`src/hw/rtl/fpd_pkg.sv`:
```
// ---------------------------------------------------------------------------
// fpd_pkg
// Shared types and codes for the frame deframer.
// ---------------------------------------------------------------------------
`default_nettype none

package fpd_pkg;

  // Result event codes
  localparam logic [2:0] EV_NONE    = 3'd0;
  localparam logic [2:0] EV_PAYLOAD = 3'd1;
  localparam logic [2:0] EV_GOOD    = 3'd2;
  localparam logic [2:0] EV_BADSUM  = 3'd3;
  localparam logic [2:0] EV_TOOLONG = 3'd4;

  // Register indexes (byte address / 4)
  localparam logic [1:0] REG_SYNC_FIRST  = 2'd0;
  localparam logic [1:0] REG_SYNC_SECOND = 2'd1;
  localparam logic [1:0] REG_MAX_LEN     = 2'd2;

  localparam logic [7:0]  SYNC_FIRST_RST  = 8'd147;
  localparam logic [7:0]  SYNC_SECOND_RST = 8'd224;
  localparam logic [15:0] MAX_LEN_RST     = 16'd1017;

  // Type byte, two length bytes and two sync bytes ahead of the payload
  localparam logic [16:0] HEADER_BYTES = 17'd5;

  typedef struct packed {
    logic [7:0]  sync_first;
    logic [7:0]  sync_second;
    logic [15:0] max_payload_length;
  } cfg_t;

  typedef struct packed {
    logic [2:0]  event_res;
    logic [7:0]  data_byte;
    logic [7:0]  packet_type;
    logic [15:0] payload_length;
  } result_t;

endpackage

`default_nettype wire

```
`src/hw/rtl/fpd_cfg_regs.sv`:
```
// ---------------------------------------------------------------------------
// fpd_cfg_regs
// APB-style register file: sync values and payload length limit.
// ---------------------------------------------------------------------------
`default_nettype none

module fpd_cfg_regs
  import fpd_pkg::*;
(
  input  wire logic        clk,
  input  wire logic        rst,
  input  wire logic        psel,
  input  wire logic        penable,
  input  wire logic        pwrite,
  input  wire logic [3:0]  paddr,
  input  wire logic [31:0] pwdata,
  output logic      [31:0] prdata,
  output logic             pready,
  output cfg_t             cfg
);

  logic       wr_en;
  logic [1:0] reg_index;

  assign pready    = 1'b1;
  assign reg_index = paddr[3:2];
  assign wr_en     = psel & penable & pwrite & pready;

  always_ff @(posedge clk) begin
    if (rst) begin
      cfg.sync_first         <= SYNC_FIRST_RST;
      cfg.sync_second        <= SYNC_SECOND_RST;
      cfg.max_payload_length <= MAX_LEN_RST;
    end else if (wr_en) begin
      unique case (reg_index)
        REG_SYNC_FIRST:  cfg.sync_first         <= pwdata[7:0];
        REG_SYNC_SECOND: cfg.sync_second        <= pwdata[7:0];
        REG_MAX_LEN:     cfg.max_payload_length <= pwdata[15:0];
        default: ;
      endcase
    end
  end

  always_comb begin
    unique case (reg_index)
      REG_SYNC_FIRST:  prdata = {24'd0, cfg.sync_first};
      REG_SYNC_SECOND: prdata = {24'd0, cfg.sync_second};
      REG_MAX_LEN:     prdata = {16'd0, cfg.max_payload_length};
      default:         prdata = 32'd0;
    endcase
  end

endmodule

`default_nettype wire

```
`src/hw/rtl/fpd_parser.sv`:
```
// ---------------------------------------------------------------------------
// fpd_parser
// Frame position tracking, running Fletcher sums and verdict per byte.
// ---------------------------------------------------------------------------
`default_nettype none

module fpd_parser
  import fpd_pkg::*;
(
  input  wire logic       clk,
  input  wire logic       rst,
  input  wire logic       accept,
  input  wire logic [7:0] rx_byte,
  input  wire cfg_t       cfg,
  output result_t         res
);

  logic [16:0] frame_position, frame_position_next;
  logic [15:0] frame_length, frame_length_next;
  logic [7:0]  frame_type, frame_type_next;
  logic [7:0]  sum_first, sum_first_next;
  logic [7:0]  sum_second, sum_second_next;

  logic [16:0] check_a;
  logic [7:0]  acc_a, acc_b;
  logic [15:0] len_full;
  logic        clear;

  assign check_a  = {1'b0, frame_length} + HEADER_BYTES;
  assign acc_a    = sum_first + rx_byte;
  assign acc_b    = sum_second + acc_a;
  assign len_full = {rx_byte, frame_length[7:0]};

  always_comb begin
    frame_position_next = frame_position;
    frame_length_next   = frame_length;
    frame_type_next     = frame_type;
    sum_first_next      = sum_first;
    sum_second_next     = sum_second;
    res.event_res       = EV_NONE;
    res.data_byte       = 8'd0;
    clear               = 1'b0;

    priority if (frame_position == 17'd0) begin
      if (rx_byte == cfg.sync_first) begin
        sum_first_next      = acc_a;
        sum_second_next     = acc_b;
        frame_position_next = 17'd1;
      end
    end else if (frame_position == 17'd1) begin
      // a bad second sync byte waits here, no fallback to the first
      if (rx_byte == cfg.sync_second) begin
        sum_first_next      = acc_a;
        sum_second_next     = acc_b;
        frame_position_next = 17'd2;
      end
    end else if (frame_position == 17'd2) begin
      frame_type_next     = rx_byte;
      sum_first_next      = acc_a;
      sum_second_next     = acc_b;
      frame_position_next = 17'd3;
    end else if (frame_position == 17'd3) begin
      frame_length_next   = {8'd0, rx_byte};
      sum_first_next      = acc_a;
      sum_second_next     = acc_b;
      frame_position_next = 17'd4;
    end else if (frame_position == 17'd4) begin
      frame_length_next = len_full;
      if (len_full > cfg.max_payload_length) begin
        res.event_res = EV_TOOLONG;
        clear         = 1'b1;
      end else begin
        sum_first_next      = acc_a;
        sum_second_next     = acc_b;
        frame_position_next = 17'd5;
      end
    end else if (frame_position < check_a) begin
      res.event_res       = EV_PAYLOAD;
      res.data_byte       = rx_byte;
      sum_first_next      = acc_a;
      sum_second_next     = acc_b;
      frame_position_next = frame_position + 17'd1;
    end else if (frame_position == check_a) begin
      if (rx_byte == sum_first) begin
        frame_position_next = frame_position + 17'd1;
      end else begin
        res.event_res = EV_BADSUM;
        clear         = 1'b1;
      end
    end else if (frame_position == check_a + 17'd1) begin
      res.event_res = (rx_byte == sum_second) ? EV_GOOD : EV_BADSUM;
      clear         = 1'b1;
    end else begin
      // position out of range: drop the frame quietly
      clear           = 1'b1;
      frame_type_next   = 8'd0;
      frame_length_next = 16'd0;
    end

    // type and length as seen after this byte, before any clear
    res.packet_type    = frame_type_next;
    res.payload_length = frame_length_next;
  end

  always_ff @(posedge clk) begin
    if (rst) begin
      frame_position <= 17'd0;
      frame_length   <= 16'd0;
      frame_type     <= 8'd0;
      sum_first      <= 8'd0;
      sum_second     <= 8'd0;
    end else if (accept) begin
      if (clear) begin
        frame_position <= 17'd0;
        frame_length   <= 16'd0;
        frame_type     <= 8'd0;
        sum_first      <= 8'd0;
        sum_second     <= 8'd0;
      end else begin
        frame_position <= frame_position_next;
        frame_length   <= frame_length_next;
        frame_type     <= frame_type_next;
        sum_first      <= sum_first_next;
        sum_second     <= sum_second_next;
      end
    end
  end

`ifndef SYNTHESIS
  a_pos_bound: assert property (@(posedge clk) disable iff (rst)
    frame_position <= check_a + 17'd1)
    else $error("frame position beyond second check byte");

  a_len_limit: assert property (@(posedge clk) disable iff (rst)
    (accept && frame_position == 17'd4 && !clear) |=>
      (frame_length <= $past(cfg.max_payload_length)))
    else $error("payload length accepted above limit");
`endif

endmodule

`default_nettype wire

```
`src/hw/rtl/fpd_out_buf.sv`:
```
// ---------------------------------------------------------------------------
// fpd_out_buf
// Two-entry result buffer: output register plus skid entry.
// ---------------------------------------------------------------------------
`default_nettype none

module fpd_out_buf
  import fpd_pkg::*;
(
  input  wire logic    clk,
  input  wire logic    rst,
  input  wire logic    push,
  input  wire result_t push_data,
  output logic         full,
  output logic         head_valid,
  output result_t      head,
  input  wire logic    pop
);

  logic [1:0] count;
  result_t    skid;
  logic       do_pop;

  assign full       = (count == 2'd2);
  assign head_valid = (count != 2'd0);
  assign do_pop     = pop & head_valid;

  always_ff @(posedge clk) begin
    if (rst) begin
      count <= 2'd0;
    end else begin
      unique case ({push, do_pop})
        2'b10:   count <= count + 2'd1;
        2'b01:   count <= count - 2'd1;
        default: count <= count;
      endcase
    end
  end

  always_ff @(posedge clk) begin
    unique case ({push, do_pop})
      2'b10: begin
        if (count == 2'd0) head <= push_data;
        else               skid <= push_data;
      end
      2'b01: head <= skid;
      2'b11: begin
        if (count == 2'd1) begin
          head <= push_data;
        end else begin
          head <= skid;
          skid <= push_data;
        end
      end
      default: ;
    endcase
  end

`ifndef SYNTHESIS
  a_no_overflow: assert property (@(posedge clk) disable iff (rst)
    full |-> !push)
    else $error("push into full result buffer");

  a_head_hold: assert property (@(posedge clk) disable iff (rst)
    (head_valid && !pop) |=> (head == $past(head)))
    else $error("unpopped head item changed");
`endif

endmodule

`default_nettype wire

```
`src/hw/rtl/fletcher8_packet_deframer.sv`:
```
// ---------------------------------------------------------------------------
// fletcher8_packet_deframer
// Byte-stream deframer with Fletcher-8 check, cut-through payload output.
// ---------------------------------------------------------------------------
//
//  channel | handshake             | payload
//  --------+-----------------------+---------------------------------------
//  input   | in_valid / in_stall   | rx_byte
//  output  | out_valid / out_stall | event_res, data_byte, packet_type,
//          |                       | payload_length
//  config  | APB psel/penable      | paddr, pwdata, prdata
//
//  One item in, one result out; one byte per cycle sustained while out_stall
//  is low. The parser state (position counter and running sums) updates in
//  the cycle the byte is taken, and the result lands in a two-entry output
//  buffer. First result appears the cycle after acceptance.
//  in_stall rises only when both buffer entries hold untaken results.
//  rst is synchronous: clears parser state and buffer, reloads registers.
// ---------------------------------------------------------------------------
`default_nettype none

module fletcher8_packet_deframer
  import fpd_pkg::*;
(
  input  wire logic        clk,
  input  wire logic        rst,
  // byte input
  input  wire logic        in_valid,
  output logic             in_stall,
  input  wire logic [7:0]  rx_byte,
  // result output
  output logic             out_valid,
  input  wire logic        out_stall,
  output logic [2:0]       event_res,
  output logic [7:0]       data_byte,
  output logic [7:0]       packet_type,
  output logic [15:0]      payload_length,
  // configuration
  input  wire logic        psel,
  input  wire logic        penable,
  input  wire logic        pwrite,
  input  wire logic [3:0]  paddr,
  input  wire logic [31:0] pwdata,
  output logic      [31:0] prdata,
  output logic             pready
);

  cfg_t    cfg;
  result_t step_res;
  result_t head;
  logic    buf_full;
  logic    in_accept;

  assign in_stall  = buf_full;
  assign in_accept = in_valid & ~in_stall;

  fpd_cfg_regs u_cfg (
    .clk     (clk),
    .rst     (rst),
    .psel    (psel),
    .penable (penable),
    .pwrite  (pwrite),
    .paddr   (paddr),
    .pwdata  (pwdata),
    .prdata  (prdata),
    .pready  (pready),
    .cfg     (cfg)
  );

  // per-byte parse step; state moves only on an accepted item
  fpd_parser u_parser (
    .clk     (clk),
    .rst     (rst),
    .accept  (in_accept),
    .rx_byte (rx_byte),
    .cfg     (cfg),
    .res     (step_res)
  );

  // output register with skid entry
  fpd_out_buf u_out (
    .clk        (clk),
    .rst        (rst),
    .push       (in_accept),
    .push_data  (step_res),
    .full       (buf_full),
    .head_valid (out_valid),
    .head       (head),
    .pop        (~out_stall)
  );

  assign event_res      = head.event_res;
  assign data_byte      = head.data_byte;
  assign packet_type    = head.packet_type;
  assign payload_length = head.payload_length;

`ifndef SYNTHESIS
  a_stall_full: assert property (@(posedge clk) disable iff (rst)
    in_stall |-> out_valid)
    else $error("input stalled with no result pending");

  a_data_zero: assert property (@(posedge clk) disable iff (rst)
    (out_valid && event_res != EV_PAYLOAD) |-> (data_byte == 8'd0))
    else $error("data byte set on non-payload item");

  a_event_range: assert property (@(posedge clk) disable iff (rst)
    out_valid |-> (event_res <= EV_TOOLONG))
    else $error("event code out of range");
`endif

endmodule

`default_nettype wire

```
`config.mk`:
```
export PLATFORM = sky130hd
export DESIGN_NAME = fletcher8_packet_deframer
export DESIGN_NICKNAME = d
export VERILOG_FILES = /design/src/hw/rtl/fpd_pkg.sv /design/src/hw/rtl/fpd_cfg_regs.sv /design/src/hw/rtl/fpd_parser.sv /design/src/hw/rtl/fpd_out_buf.sv /design/src/hw/rtl/fletcher8_packet_deframer.sv
export SDC_FILE = /design/constraint.sdc
export NUM_CORES = 1
export LEC_CHECK = 0
export BUFFER_PORTS_ARGS = -buffer_cell sky130_fd_sc_hd__buf_4
export CORE_UTILIZATION = 45
export CTS_CLUSTER_SIZE = 10
export DETAILED_ROUTE_END_ITERATION = 10
export MAX_ROUTING_LAYER = met4
export SLEW_MARGIN = 15
export SYNTH_ARGS = -nofsm -noshare
export SYNTH_HDL_FRONTEND = slang
export SYNTH_SLANG_ARGS = --single-unit
```
`constraint.sdc`:
```
create_clock -name clk -period 6.25 [get_ports clk]
set_input_delay 1.875 -clock clk [delete_from_list [all_inputs] [get_ports clk]]
set_output_delay 1.875 -clock clk [all_outputs]
set_load 0.01 [all_outputs]
```
Word level (Yosys, flattened, before mapping)
Index checks and enable logic that the tools add are counted.
{"block": "word_totals", "regBits": 161, "n_memories": 0, "mem_bits_rw": 0, "wordCells": 152, "input_bits": 51, "rom_bits": 0, "latchBits": 0, "output_inout_bits": 70}
{"block": "classes", "bitwise": 6, "div": 0, "mul": 0, "addsub": 7, "shifts": 0, "n_reduce_logical": 17, "eq_ne": 23, "n_mux": 80, "n_lt_le_gt_ge": 2}
{"cell": "$mux W8", "n": 31}
{"cell": "$mux W17", "n": 12}
{"cell": "$mux W16", "n": 9}
{"cell": "$mux W35", "n": 4}
{"cell": "$pmux W35 S3", "n": 1}
{"cell": "$pmux W35 S2", "n": 1}
{"cell": "$pmux W16 S3", "n": 1}
{"cell": "$mux W11", "n": 4}
{"cell": "$add A17 B1 Y17 const B", "n": 2}
{"cell": "$eq A17 B17 Y1", "n": 2}
{"cell": "$eq A17 B2 Y1 const B", "n": 2}
{"cell": "$eq A8 B8 Y1", "n": 4}
{"cell": "$add A16 B3 Y17 const B", "n": 1}
{"cell": "$eq A17 B1 Y1 const B", "n": 1}
{"cell": "$eq A17 B3 Y1 const B", "n": 1}
{"cell": "$logic_not A17 Y1", "n": 1}
{"cell": "$lt A17 B17 Y1", "n": 1}
{"cell": "$add A8 B8 Y8", "n": 2}
{"cell": "$gt A16 B16 Y1", "n": 1}
{"cell": "$reduce_bool A8 Y1", "n": 2}
{"cell": "$mux W3", "n": 5}
{"cell": "$mux W1", "n": 10}
{"cell": "$eq A2 B2 Y1 const B", "n": 4}
{"cell": "$reduce_and A2 Y1", "n": 4}
{"cell": "other kinds (19)", "n": 29}

Logic depth before layout (Yosys ltp)
Gate-level depths: netlist of run 1.
{"block": "depth", "word_depth": 13, "ltp_mapped": 17, "ltp_nobuf": 14}

Cells and area by module
From an unflattened synthesis of run 1, not the netlist that was laid out.
{"block": "hier_totals", "hier_cells": 1189, "area_unflattened_um2": 11195.7}
{"module": "fpd_parser", "cells_per_inst": 746, "area_each_um2": 5975.7, "seq_area_each_um2": 1141.1, "instances": 1}
{"module": "fpd_out_buf", "cells_per_inst": 253, "area_each_um2": 3490.8, "seq_area_each_um2": 2142.1, "instances": 1}
{"module": "fpd_cfg_regs", "cells_per_inst": 188, "area_each_um2": 1711.6, "seq_area_each_um2": 640.6, "instances": 1}
{"module": "fletcher8_packet_deframer", "cells_per_inst": 2, "area_each_um2": 17.5, "seq_area_each_um2": 0.0, "instances": 1}

Least setup slack after synthesis of run 1
OpenSTA, ideal clock, no wires.
{"block": "synth_path", "kind": "input to register", "start": "input port in_valid", "end": "register u_out.head[0] (netlist name)", "setup_slack_ps": 1284, "required_ps": 5774, "setup_time_ps": 476, "n_path_buf": 0, "stages": 2, "t_arrival_ps": 4490, "cell_sequence": "nand2b_1 o21ai_0"}
{"block": "synth_between", "elab_chain_len": 4, "word_cells_on_any_way": 7, "classes_between": "eq/ne (4); bitwise (1); reduce/logical (2)"}
{"item": "start: declaration", "line": "fletcher8_packet_deframer.sv:28", "rtl": "input wire logic in_valid,"}
{"item": "$and A1 B1 Y1 (*)", "line": "fletcher8_packet_deframer.sv:55", "rtl": "assign in_accept = in_valid & ~in_stall;"}
{"item": "$eq A2 B2 Y1 / $eq A2 B1 Y1 (equally long branches)", "line": "fpd_out_buf.sv:41", "rtl": "unique case ({push, do_pop})"}
{"item": "$ne A2 B1 Y1 (no source line) / $reduce_bool A3 Y1 (equally long branches)"}
{"item": "$reduce_and A2 Y1 (no source line) (*)"}
Every way passes the cells marked *; elsewhere a longest branch is shown, timed or not.
A chain may end at the register's enable or synchronous reset.

Final worst setup path of run 1
{"block": "layout_path", "start": "input port paddr[2]", "end": "output port prdata[3]"}
{"block": "layout_between", "elab_chain_len": 2, "word_cells_on_any_way": 4, "classes_between": "eq/ne (2); mux (1); reduce/logical (1)"}
{"item": "start: declaration", "line": "fletcher8_packet_deframer.sv:42", "rtl": "input wire logic [3:0] paddr,"}
{"item": "$eq A2 B2 Y1 (tied with other cells)", "line": "fpd_cfg_regs.sv:45", "rtl": "unique case (reg_index)"}
{"item": "$pmux W16 S3 (*)", "line": "fpd_cfg_regs.sv:45"}
{"item": "end: declaration", "line": "fletcher8_packet_deframer.sv:44", "rtl": "output logic [31:0] prdata,"}
Marked as above.

==> reports/qor.csv, run 1 <==
metric;value;unit
Worst EP required;4.38;ns
clock buffer depth;2;
worst endpoint data arrival time;3.06;ns
routing usage on met3;4.07;%
maximum VDD drop;0.166;mV
post-DP HPWL;18.0;mm
commonest non-fill, non-tap cell in the layout;buf_4;
Num CTS Buffers;17;
Routed wire per std cell;18.2;microns
largest family of logic cells by synthesized area;compound AO/OA/AOI/OAI gates;
relative slew slack;22.5;%
global-route wire length before repair;40.7;mm
CTS H-tree depth;4;
setup ws final;1.31;ns
Sink Count;161;
CTS tree;built;
gr busiest metal;met2;
Pleak;4.56;nW
most frequent cells in the layout;buf_4 (96), dfxtp_1 (91), a22o_1 (82);
Final Max Slew Viols;0;
die height;153;microns
GRT overflow;0;
flops & latches, synth;161;
clock root buffer;clkbuf_16;
Post-CTS Resized;0;
filler instances;2095;
vias post-DR;8013;
initial antenna violation count;0;
Post-Place Cells;1370;
layout net count;1221;
XOR/XNOR Fraction of Synth Area;7.58;%
Vias/cell;5.72;
worst-margin pin slew;1.16;ns
IO Count;121;
Post-Route Skew;0.0115;ns
gr usage total;22.9;%
dpl ws;1.32;ns
peak fanout along the critical path;15;
area grow syn2layout;13.2;%
Final Cycle Share;79.0;%
post-synthesis mux area share;2.65;%
DRT Wirelength;25.5;mm
Worst-path clk slew;0.07;ns
final setup violation count;0;
max_cap viols;0;
input/output buffers;85;
worst skew pair latency;0.43;ns
crit path kind;primary input to output pin;
DRC viols;0;
Tmin final;4.94;ns
Initial Util;46.3;%
diodes inserted;0;
setup repair bufs after CTS;0;
Pre-antenna DRT Iters;8;
CTS Hold Bufs;0;
Fin Setup TNS;0;ns
post-synthesis cell type count;80;
ys flop type;dfxtp_1;
EDFF count, synth;70;
Simple-Gate Fraction of Synth Area;15.5;%
routability cong.;0.869;
outcome;finished clean;
CP startpoint kind;primary input;
CORE AREA;22000;sq um
Hold Violations, Final;0;
share of cells above drive strength 1;13.6;%
worst r2r dst;u_parser.frame_length[11];
Critical Path Source;paddr[2];
vias in the first global route;7390;
final std cells w/o fill;1402;
RSZ-0062 raised after global routing;false;
Worst Setup End Kind;output pin;
largest net degree at the start of global routing;63;
post-route ant nets;0;
Ys Warns;0;
setup slack, reg-to-reg;1.33;ns
asr flop ratio synth;0;%
met2 Resource Use GR;34.9;%
Setup crit end;prdata[3];
Die Footprint;23300;sq um
Pwr Density;260;nW/um^2
Adder-Cell Fraction of Synth Area;7.63;%
Cell Area, Synth;10200;sq um
initial DRC count;527;
post-synthesis compound-gate area fraction;22.0;%
Chip Width;153;microns
r2r worst-path depth;14;
routing usage on met1;31.6;%
placement row count;54;
Fmax;203;MHz
reg-to-reg critical path startpoint;u_parser.frame_length[0];
class of the worst hold path;flip-flop to flip-flop;
post-synthesis sequential area ratio;38.5;%
cells after synthesis;1068;
Mapped Avg Cell Area;9.55;sq um
through the flow:
step | total power [W] | instance area (sq um) | util (%) | hold slack, ns
2_1_floorplan | 0.00172 | 10300 | - | 0.445
3_3_place_gp | 0.00195 | 10900 | 49.7 | 0.455
3_5_place_dp | 0.00196 | 10900 | 49.7 | 0.457
4_1_cts | 0.00303 | 11500 | 52.4 | 0.467
5_1_grt | 0.00313 | 11500 | 52.4 | 0.486
6_report | 0.00300 | 11500 | 52.4 | 0.463
report_power, final:
part | internal (W) | switching, W | total, W
combinational | 0.000212 | 0.000358 | 0.000569
sequential | 0.00132 | 0.0000422 | 0.00136
clock | 0.000604 | 0.000467 | 0.00107
total | 0.00214 | 0.000867 | 0.00300
worst min-delay path by stage:
stage | start | end | slack [ns] | cells after the start
floorplan | u_cfg.cfg[10] | u_cfg.cfg[10] | 0.44 | 2
global placement | u_cfg.cfg[12] | u_cfg.cfg[12] | 0.45 | 2
detailed placement | u_cfg.cfg[10] | u_cfg.cfg[10] | 0.46 | 2
CTS | u_cfg.cfg[10] | u_cfg.cfg[10] | 0.47 | 2
global route | u_cfg.cfg[10] | u_cfg.cfg[10] | 0.49 | 2
finish | u_cfg.cfg[10] | u_cfg.cfg[10] | 0.46 | 2
cell families (layout without fill, tap and decap cells):
logic type,count (synthesis),in the layout
adders and majority gates,61,61
DFF,161,161
AOI/OAI and AO/OA,297,297
xor gates and xnor gates,82,82
muxes,27,27
other,2,17
and+or+nand+nor,296,296
buffers and inverters,142,181
final cells by class:
type | count | area (sq um) | area share [%]
Clock inverter | 14 | 169 | 1.46
Inverter | 53 | 199 | 1.72
Sequential cell | 161 | 3920 | 34.0
Timing Repair Buffer | 96 | 721 | 6.24
Tap cell | 280 | 350 | 3.04
Clock buffer | 18 | 429 | 3.72
Multi-Input combinational cell | 780 | 5750 | 49.8
critical path, stage by stage:
cell and delay, ns:
buf_4 0.18, nor2b_1 0.38, buf_4 0.27, nand2_1 0.06, o21ai_0 0.11, buf_4 0.17
cells in the mapped netlist, types with 4 or more instances:
cell type,n,share of area [%]
a211o_1,14,1.2
a21o_1,10,0.74
a21oi_1,55,2.7
a22o_1,82,7.0
a22oi_1,15,1.1
a31o_1,24,2.1
a31oi_1,7,0.43
and2_1,16,0.98
and3_1,24,1.5
and3b_1,4,0.34
buf_1,5,0.18
buf_2,10,0.49
buf_4,20,1.5
clkbuf_1,54,2.0
dfxtp_1,91,18
edfxtp_1,70,21
ha_1,59,7.2
inv_1,53,2.0
mux2i_1,27,2.6
nand2_1,72,2.6
nand2b_1,6,0.37
nand3_1,20,0.98
nand3b_1,5,0.37
nand4_1,16,0.98
nor2_1,66,2.4
nor2b_1,11,0.67
nor3_1,20,0.98
nor4_1,10,0.61
o211ai_1,8,0.59
o21a_1,8,0.59
o21ai_0,27,1.3
o21ai_1,4,0.20
o21bai_1,7,0.52
o31ai_1,4,0.29
or3_1,4,0.25
xnor2_1,54,4.6
xnor3_1,4,0.88
xor2_1,24,2.1
sequential cells by signal, indices dropped and copies added (netlist names):
register,count
u_out.head,35
u_parser.sum_second,8
u_out.skid,35
u_parser.sum_first,8
u_cfg.cfg,32
u_parser.frame_type,8
u_parser.frame_position,17
u_out.count,2
u_parser.frame_length,16
routing by layer:
layer  up-vias  routed length, microns
li1       3986                       -
met1      3817                   12700
met2       190                   11400
met3        20                    1050
met4         0                     293
met5         -                       0
Power figures use the tool's default switching activity.
==> run 2, diff against run 1 <==
clock period = 4.6 ns   (was 6.25 ns; I/O delays follow)
==> run 2 against run 1 <==
Compared with the run above: the run now ends with design-rule violations left; register-to-register slack got worse by 0.89 ns; sequential power rose by 36%; total power rose by 37%; combinational power rose by 39%; hold slack improved by 0.0026 ns; routed wire length rose by 3.4%; largest cell class unchanged.
==> reports/qor.csv, run 2 (synthesis results as in run 1) <==
metric;value;unit;change
peak fanout along the critical path;16;;was 15
layout net count;1248;;was 1221
Worst EP required;4.91;ns;was 4.38 ns
Fin Hold WS;0.466;ns;was 0.463 ns
Chip Width;153;microns;unchanged
Critical Path Source;u_parser.frame_length[3];;was paddr[2]
Worst-path clk slew;0.07;ns;about the same
class of the worst hold path;flip-flop to flip-flop;;unchanged
Initial Util;46.3;%;unchanged
r2r worst-path depth;9;;was 14
combinational power share;19.2;%;was 19.0%
relative slew slack;30.7;%;was 22.5%
outcome;finished, violations left;;was finished clean
Worst Setup End Kind;flip-flop;;was output pin
routability cong.;0.900;;was 0.869
NetSw;0.00120;W;was 0.000867 W
failing checks;design-rule violations;;
Fin Setup TNS;0;ns;unchanged
setup slack, reg-to-reg;0.44;ns;was 1.33 ns
RSZ-0062 raised after global routing;false;;unchanged
initial antenna violation count;0;;unchanged
Post-Route Skew;0.0156;ns;was 0.0115 ns
Post-CTS Resized;0;;unchanged
reg-to-reg critical path startpoint;u_parser.frame_length[3];;was u_parser.frame_length[0]
worst-margin pin slew;1.04;ns;was 1.16 ns
largest net degree at the start of global routing;52;;was 63
Final Cycle Share;90.4;%;
maximum VDD drop;0.233;mV;was 0.166 mV
Clock power frac;35.9;%;was 35.6%
global-route wire length before repair;42.4;mm;was 40.7 mm
Flop pwr share;44.9;%;was 45.4%
largest registers;u_out.head: 35 flops, u_out.skid: 35 flops, u_cfg.cfg: 32 flops;;unchanged
Post-DP Area;11200;sq um;was 10900 sq um
placement row count;54;;unchanged
Die Footprint;23300;sq um;unchanged
Pwr Density;350;nW/um^2;was 260 nW/um^2
CTS Hold Bufs;0;;unchanged
Routed wire per std cell;18.4;microns;was 18.2 microns
Final Cell Area;11800;sq um;was 11500 sq um
worst r2r dst;u_out.head[15];;was u_parser.frame_length[11]
Tmin final;4.16;ns;
area grow syn2layout;15.4;%;was 13.2%
fin util;53.4;%;was 52.4%
Pleak;4.71;nW;was 4.56 nW
clock root buffer;clkbuf_16;;unchanged
IO Count;121;;unchanged
share of cells above drive strength 1;15.6;%;was 13.6%
setup repair bufs after CTS;0;;unchanged
CORE AREA;22000;sq um;unchanged
clock buffer depth;2;;unchanged
Min-Delay Startpoint;u_cfg.cfg[10];;unchanged
initial DRC count;506;;was 527
P_int;0.00293;W;was 0.00214 W
vias in the first global route;7780;;was 7390
Multi-input gate area;5750;sq um;about the same
diodes inserted;0;;unchanged
GRT overflow;0;;unchanged
Sink Count;161;;unchanged
input/output buffers;85;;unchanged
filler instances;2026;;was 2095
Fmax;241;MHz;
gr usage total;23.9;%;was 22.9%
DRC viols;9;;was 0
Hold Violations, Final;0;;unchanged
max_cap viols;0;;unchanged
worst skew pair latency;0.44;ns;was 0.43 ns
Num CTS Buffers;17;;unchanged
crit path kind;flip-flop to flip-flop;;was primary input to output pin
post-route ant nets;0;;unchanged
worst endpoint data arrival time;4.46;ns;was 3.06 ns
DRT Wirelength;26.3;mm;was 25.5 mm
Pre-antenna DRT Iters;10;;was 8
Setup crit end;u_out.head[15];;was prdata[3]
die height;153;microns;unchanged
post-DP HPWL;18.7;mm;was 18.0 mm
CTS tree;built;;unchanged
Switching Share;29.0;%;was 28.9%
commonest non-fill, non-tap cell in the layout;buf_4;;unchanged
Final Max Slew Viols;0;;unchanged
final setup violation count;0;;unchanged
vias post-DR;8168;;was 8013
Vias/cell;5.72;;about the same
Reg area;3920;sq um;unchanged
CP startpoint kind;flip-flop;;was primary input
most frequent cells in the layout;buf_4 (122), dfxtp_1 (91), a22o_1 (82);;was buf_4 (96), dfxtp_1 (91), a22o_1 (82)
CTS H-tree depth;4;;unchanged
run 2: critical path, cell delays in order (launching register included):
cell and delay [ns]:
dfxtp_1 0.50, nand2_1 0.37, or3_1 0.43, a221o_1 0.43
or4b_4 0.56, nor4_4 0.34, o22ai_2 0.15, nand4bb_4 0.29
o21ai_2 0.69, a31o_1 0.27
run 2: cell type report:
| class | count | share of cell area (%) |
|---|---|---|
| multi-input combinational | 780 | 48.8 |
| sequential | 161 | 33.3 |
| timing repair buffer | 123 | 7.95 |
| clock buffer | 19 | 3.76 |
| tap | 280 | 2.98 |
| inverter | 53 | 1.69 |
| clock inverter | 13 | 1.44 |
run 2: worst min path at each step:
stage	slack (ns)	depth (start not counted)	endpoint
after floorplan	0.44	2	u_cfg.cfg[10]
after global placement	0.45	2	u_cfg.cfg[10]
after detailed placement	0.46	2	u_cfg.cfg[10]
after CTS	0.47	2	u_cfg.cfg[10]
after global routing	0.49	2	u_cfg.cfg[12]
final	0.47	2	u_cfg.cfg[10]
run 2: power groups by stage:
| stage | registers [W] | clock network (W) | logic, W |
|---|---|---|---|
| 2_1_floorplan | 0.00196 | 0 | 0.000381 |
| 3_3_place_gp | 0.00188 | 0 | 0.000788 |
| 3_5_place_dp | 0.00188 | 0 | 0.000796 |
| 4_1_cts | 0.00185 | 0.00150 | 0.000799 |
| 5_1_grt | 0.00187 | 0.00157 | 0.000864 |
| 6_report | 0.00185 | 0.00148 | 0.000789 |
run 2: stage by stage:
step	setup WS (ns)	instances	power (W)
after floorplan	0.129	1083	0.00234
after global placement	0.466	1397	0.00266
after detailed placement	0.404	1397	0.00268
after CTS	0.464	1429	0.00416
after global routing	0.258	1429	0.00430
final	0.443	1429	0.00412
run 2: routing by layer:
metal,share of wire (%),track usage (%)
met3,4.7,3.84
met5,0,-
met1,49,32.8
met4,1.7,7.12
met2,45,36.2
==> run 3, diff against run 2 <==
ABC_AREA = 1   (was default)
==> run 3 against run 2 <==
Compared with the run above: the run now ends clean; final area rose by 3.5%; combinational power fell by 2.7%; total power fell by 1.4%; synthesized cell count rose by 37%; sequential share of layout area fell by 1.1 points; critical path depth rose by 12; critical path type unchanged; largest power group unchanged; highest routed layer unchanged.
==> reports/qor.csv, run 3 <==
metric;value;unit;change
outcome;finished clean;;was finished, violations left
Final Cycle Share;89.0;%;was 90.4%
Worst-path clk slew;0.07;ns;about the same
final setup violation count;0;;unchanged
die height;156;microns;was 153 microns
Sink Count;161;;unchanged
most frequent cells in the layout;nand2_1 (446), inv_1 (132), nor2_1 (127);;was buf_4 (122), dfxtp_1 (91), a22o_1 (82)
cell with the most instances after synthesis;nand2_1;;was dfxtp_1
Num CTS Buffers;17;;unchanged
Critical Path Source;u_parser.frame_length[0];;was u_parser.frame_length[3]
global-route wire length before repair;45.3;mm;was 42.4 mm
cells after synthesis;1466;;was 1068
synth top area cells;edfxtp_1 (20%), dfxtp_1 (17%), nand2_1 (16%);;was edfxtp_1 (21%), dfxtp_1 (18%), ha_1 (7.2%)
Tmin final;4.09;ns;was 4.16 ns
initial DRC count;639;;was 506
r2r worst-path depth;21;;was 9
GRT overflow;0;;unchanged
initial antenna violation count;0;;unchanged
Hold Violations, Final;0;;unchanged
Post-Route Skew;0.00907;ns;was 0.0156 ns
EDFF count, synth;70;;unchanged
CTS H-tree depth;4;;unchanged
leading area contributor after synthesis;edfxtp_1;;unchanged
RSZ-0062 raised after global routing;false;;unchanged
IO Count;121;;unchanged
CORE AREA;23400;sq um;was 22000 sq um
Post-synth top cells;nand2_1 (446), inv_1 (132), nor2_1 (127), a21oi_1 (104), dfxtp_1 (91);;was dfxtp_1 (91), a22o_1 (82), nand2_1 (72), edfxtp_1 (70), nor2_1 (66)
post-synthesis sequential area ratio;36.7;%;was 38.5%
Ys Warns;0;;unchanged
gr usage total;24.5;%;was 23.9%
worst endpoint data arrival time;4.28;ns;was 4.46 ns
share of cells above drive strength 1;13.5;%;was 15.6%
Mapped Avg Cell Area;7.29;sq um;was 9.55 sq um
PnR Total Power;0.00406;W;was 0.00412 W
flops & latches, synth;161;;unchanged
clock root buffer;clkbuf_16;;unchanged
Hold Path Stages;2;;unchanged
Initial Util;45.7;%;was 46.3%
Post-CTS Resized;0;;unchanged
setup ws final;0.508;ns;was 0.443 ns
setup slack, reg-to-reg;0.51;ns;was 0.44 ns
Routed wire per std cell;15.4;microns;was 18.4 microns
Pre-antenna DRT Iters;7;;was 10
placement row count;56;;was 54
max_cap viols;0;;unchanged
Fin Setup TNS;0;ns;unchanged
Yosys top cell area share;19.7;%;was 20.6%
Post-Place Cells;1835;;was 1397
layout net count;1647;;was 1248
post-route ant nets;0;;unchanged
reg-to-reg critical path startpoint;u_parser.frame_length[0];;was u_parser.frame_length[3]
Pleak;5.38;nW;was 4.71 nW
asr flop ratio synth;0;%;unchanged
vias post-DR;9737;;was 8168
commonest non-fill, non-tap cell in the layout;nand2_1;;was buf_4
DRT Wirelength;28.8;mm;was 26.3 mm
DRC viols;0;;was 9
Final Max Slew Viols;0;;unchanged
maximum VDD drop;0.207;mV;was 0.233 mV
Fin Hold WS;0.470;ns;was 0.466 ns
post-DP HPWL;21.7;mm;was 18.7 mm
input/output buffers;85;;unchanged
class of the worst hold path;flip-flop to flip-flop;;unchanged
setup repair bufs after CTS;0;;unchanged
crit path kind;flip-flop to flip-flop;;unchanged
worst skew pair latency;0.43;ns;was 0.44 ns
Die Footprint;24400;sq um;was 23300 sq um
peak fanout along the critical path;16;;unchanged
hold endpoint;u_parser.sum_first[6];;was u_cfg.cfg[10]
Min-Delay Startpoint;u_parser.sum_first[6];;was u_cfg.cfg[10]
vias in the first global route;8743;;was 7780
Worst EP required;4.79;ns;was 4.91 ns
ys flop type;dfxtp_1;;unchanged
largest net degree at the start of global routing;55;;was 52
Fmax;244;MHz;was 241 MHz
worst-margin pin slew;1.00;ns;was 1.04 ns
Chip Width;156;microns;was 153 microns
largest registers;u_out.head: 35 flops, u_out.skid: 35 flops, u_cfg.cfg: 32 flops;;unchanged
worst r2r dst;u_out.head[21];;was u_out.head[15]
Vias/cell;5.22;;was 5.72
diodes inserted;0;;unchanged
area grow syn2layout;13.9;%;was 15.4%
routability cong.;0.930;;was 0.900
post-synthesis cell type count;55;;was 80
Worst Setup End Kind;flip-flop;;unchanged
final std cells w/o fill;1867;;was 1429
CTS Hold Bufs;0;;unchanged
dpl ws;0.472;ns;was 0.404 ns
Cell Area, Synth;10700;sq um;was 10200 sq um
CTS tree;built;;unchanged
CP startpoint kind;flip-flop;;unchanged
clock buffer depth;2;;unchanged
relative slew slack;32.8;%;was 30.7%
Pwr Density;334;nW/um^2;was 350 nW/um^2
## run 3: changes by cell type after synthesis, moves of 24 or more
cell,previous run,this run
nand2_1,72,446
a21oi_1,55,104
xnor2_1,54,30
a31o_1,24,0
inv_1,53,132
nand3_1,20,66
mux2i_1,27,0
a22o_1,82,16
nor2_1,66,127
## run 3: kinds of logic (layout without fill, tap and decap cells)
kind of cell | Yosys count | after routing | synth area share [%]
AOI/OAI and AO/OA | 229 | 229 | 12.8
xor gates and xnor gates | 51 | 51 | 4.44
adders and majority gates | 61 | 61 | 7.28
buffers and inverters | 216 | 283 | 8.51
DFF | 161 | 161 | 36.7
other | 2 | 17 | 0.0703
and+or+nand+nor | 746 | 746 | 30.2
## run 3: cell type report
type,instances,area (sq um)
Clock buffer,19,464
Clock inverter,13,136
Fill cell,2363,11200
Inverter,151,567
Multi-Input combinational cell,1104,5930
Sequential cell,161,3920
Tap cell,319,399
Timing Repair Buffer,100,751
## run 3: layer usage
layer  wire (microns)  vias to the layer above  global-route usage, %
met5                0                        -                      -
li1                 -                     4944                      -
met4              391                        0                   6.30
met2            13600                      245                   40.2
met3             1260                       25                   2.89
met1            13500                     4523                   32.0
## run 3: worst max-delay path, stage by stage, from the launching register on
cell and delay, ns:
dfxtp_1 0.44, ha_1 0.28, nor2_2 0.10, nor2_8 0.16, nand3_1 0.12, nor3_1 0.20, nand2_1 0.13, ha_1 0.31
nand2_1 0.12, nor4_1 0.49, nand4_1 0.19, nand3_1 0.18, buf_4 0.21, nand2_1 0.07, inv_1 0.09, nand3_4 0.22
nand2_1 0.12, nand2_1 0.06, nand2_1 0.08, nand2_1 0.11, nand2_1 0.09, nand2_1 0.05
## run 3: metrics by stage
stage	area, sq um	utilization [%]
CTS	12200	52.0
finish	12200	52.0
global route	12200	52.0
global placement	11600	49.4
detailed placement	11600	49.4
floorplan	10700	-
## run 3: power breakdown
part / switching (W) / internal, W
clock: 0.000677 / 0.000769
sequential: 0.0000580 / 0.00179
combinational: 0.000491 / 0.000276
## run 3: worst max-delay path by stage
stage | to | cells after the start
final | u_out.head[21] | 21
after global routing | u_parser.sum_first[5] | 19
after CTS | u_out.head[21] | 21
after detailed placement | u_parser.sum_second[7] | 15
after global placement | u_parser.sum_second[7] | 15
after floorplan | u_out.skid[0] | 4
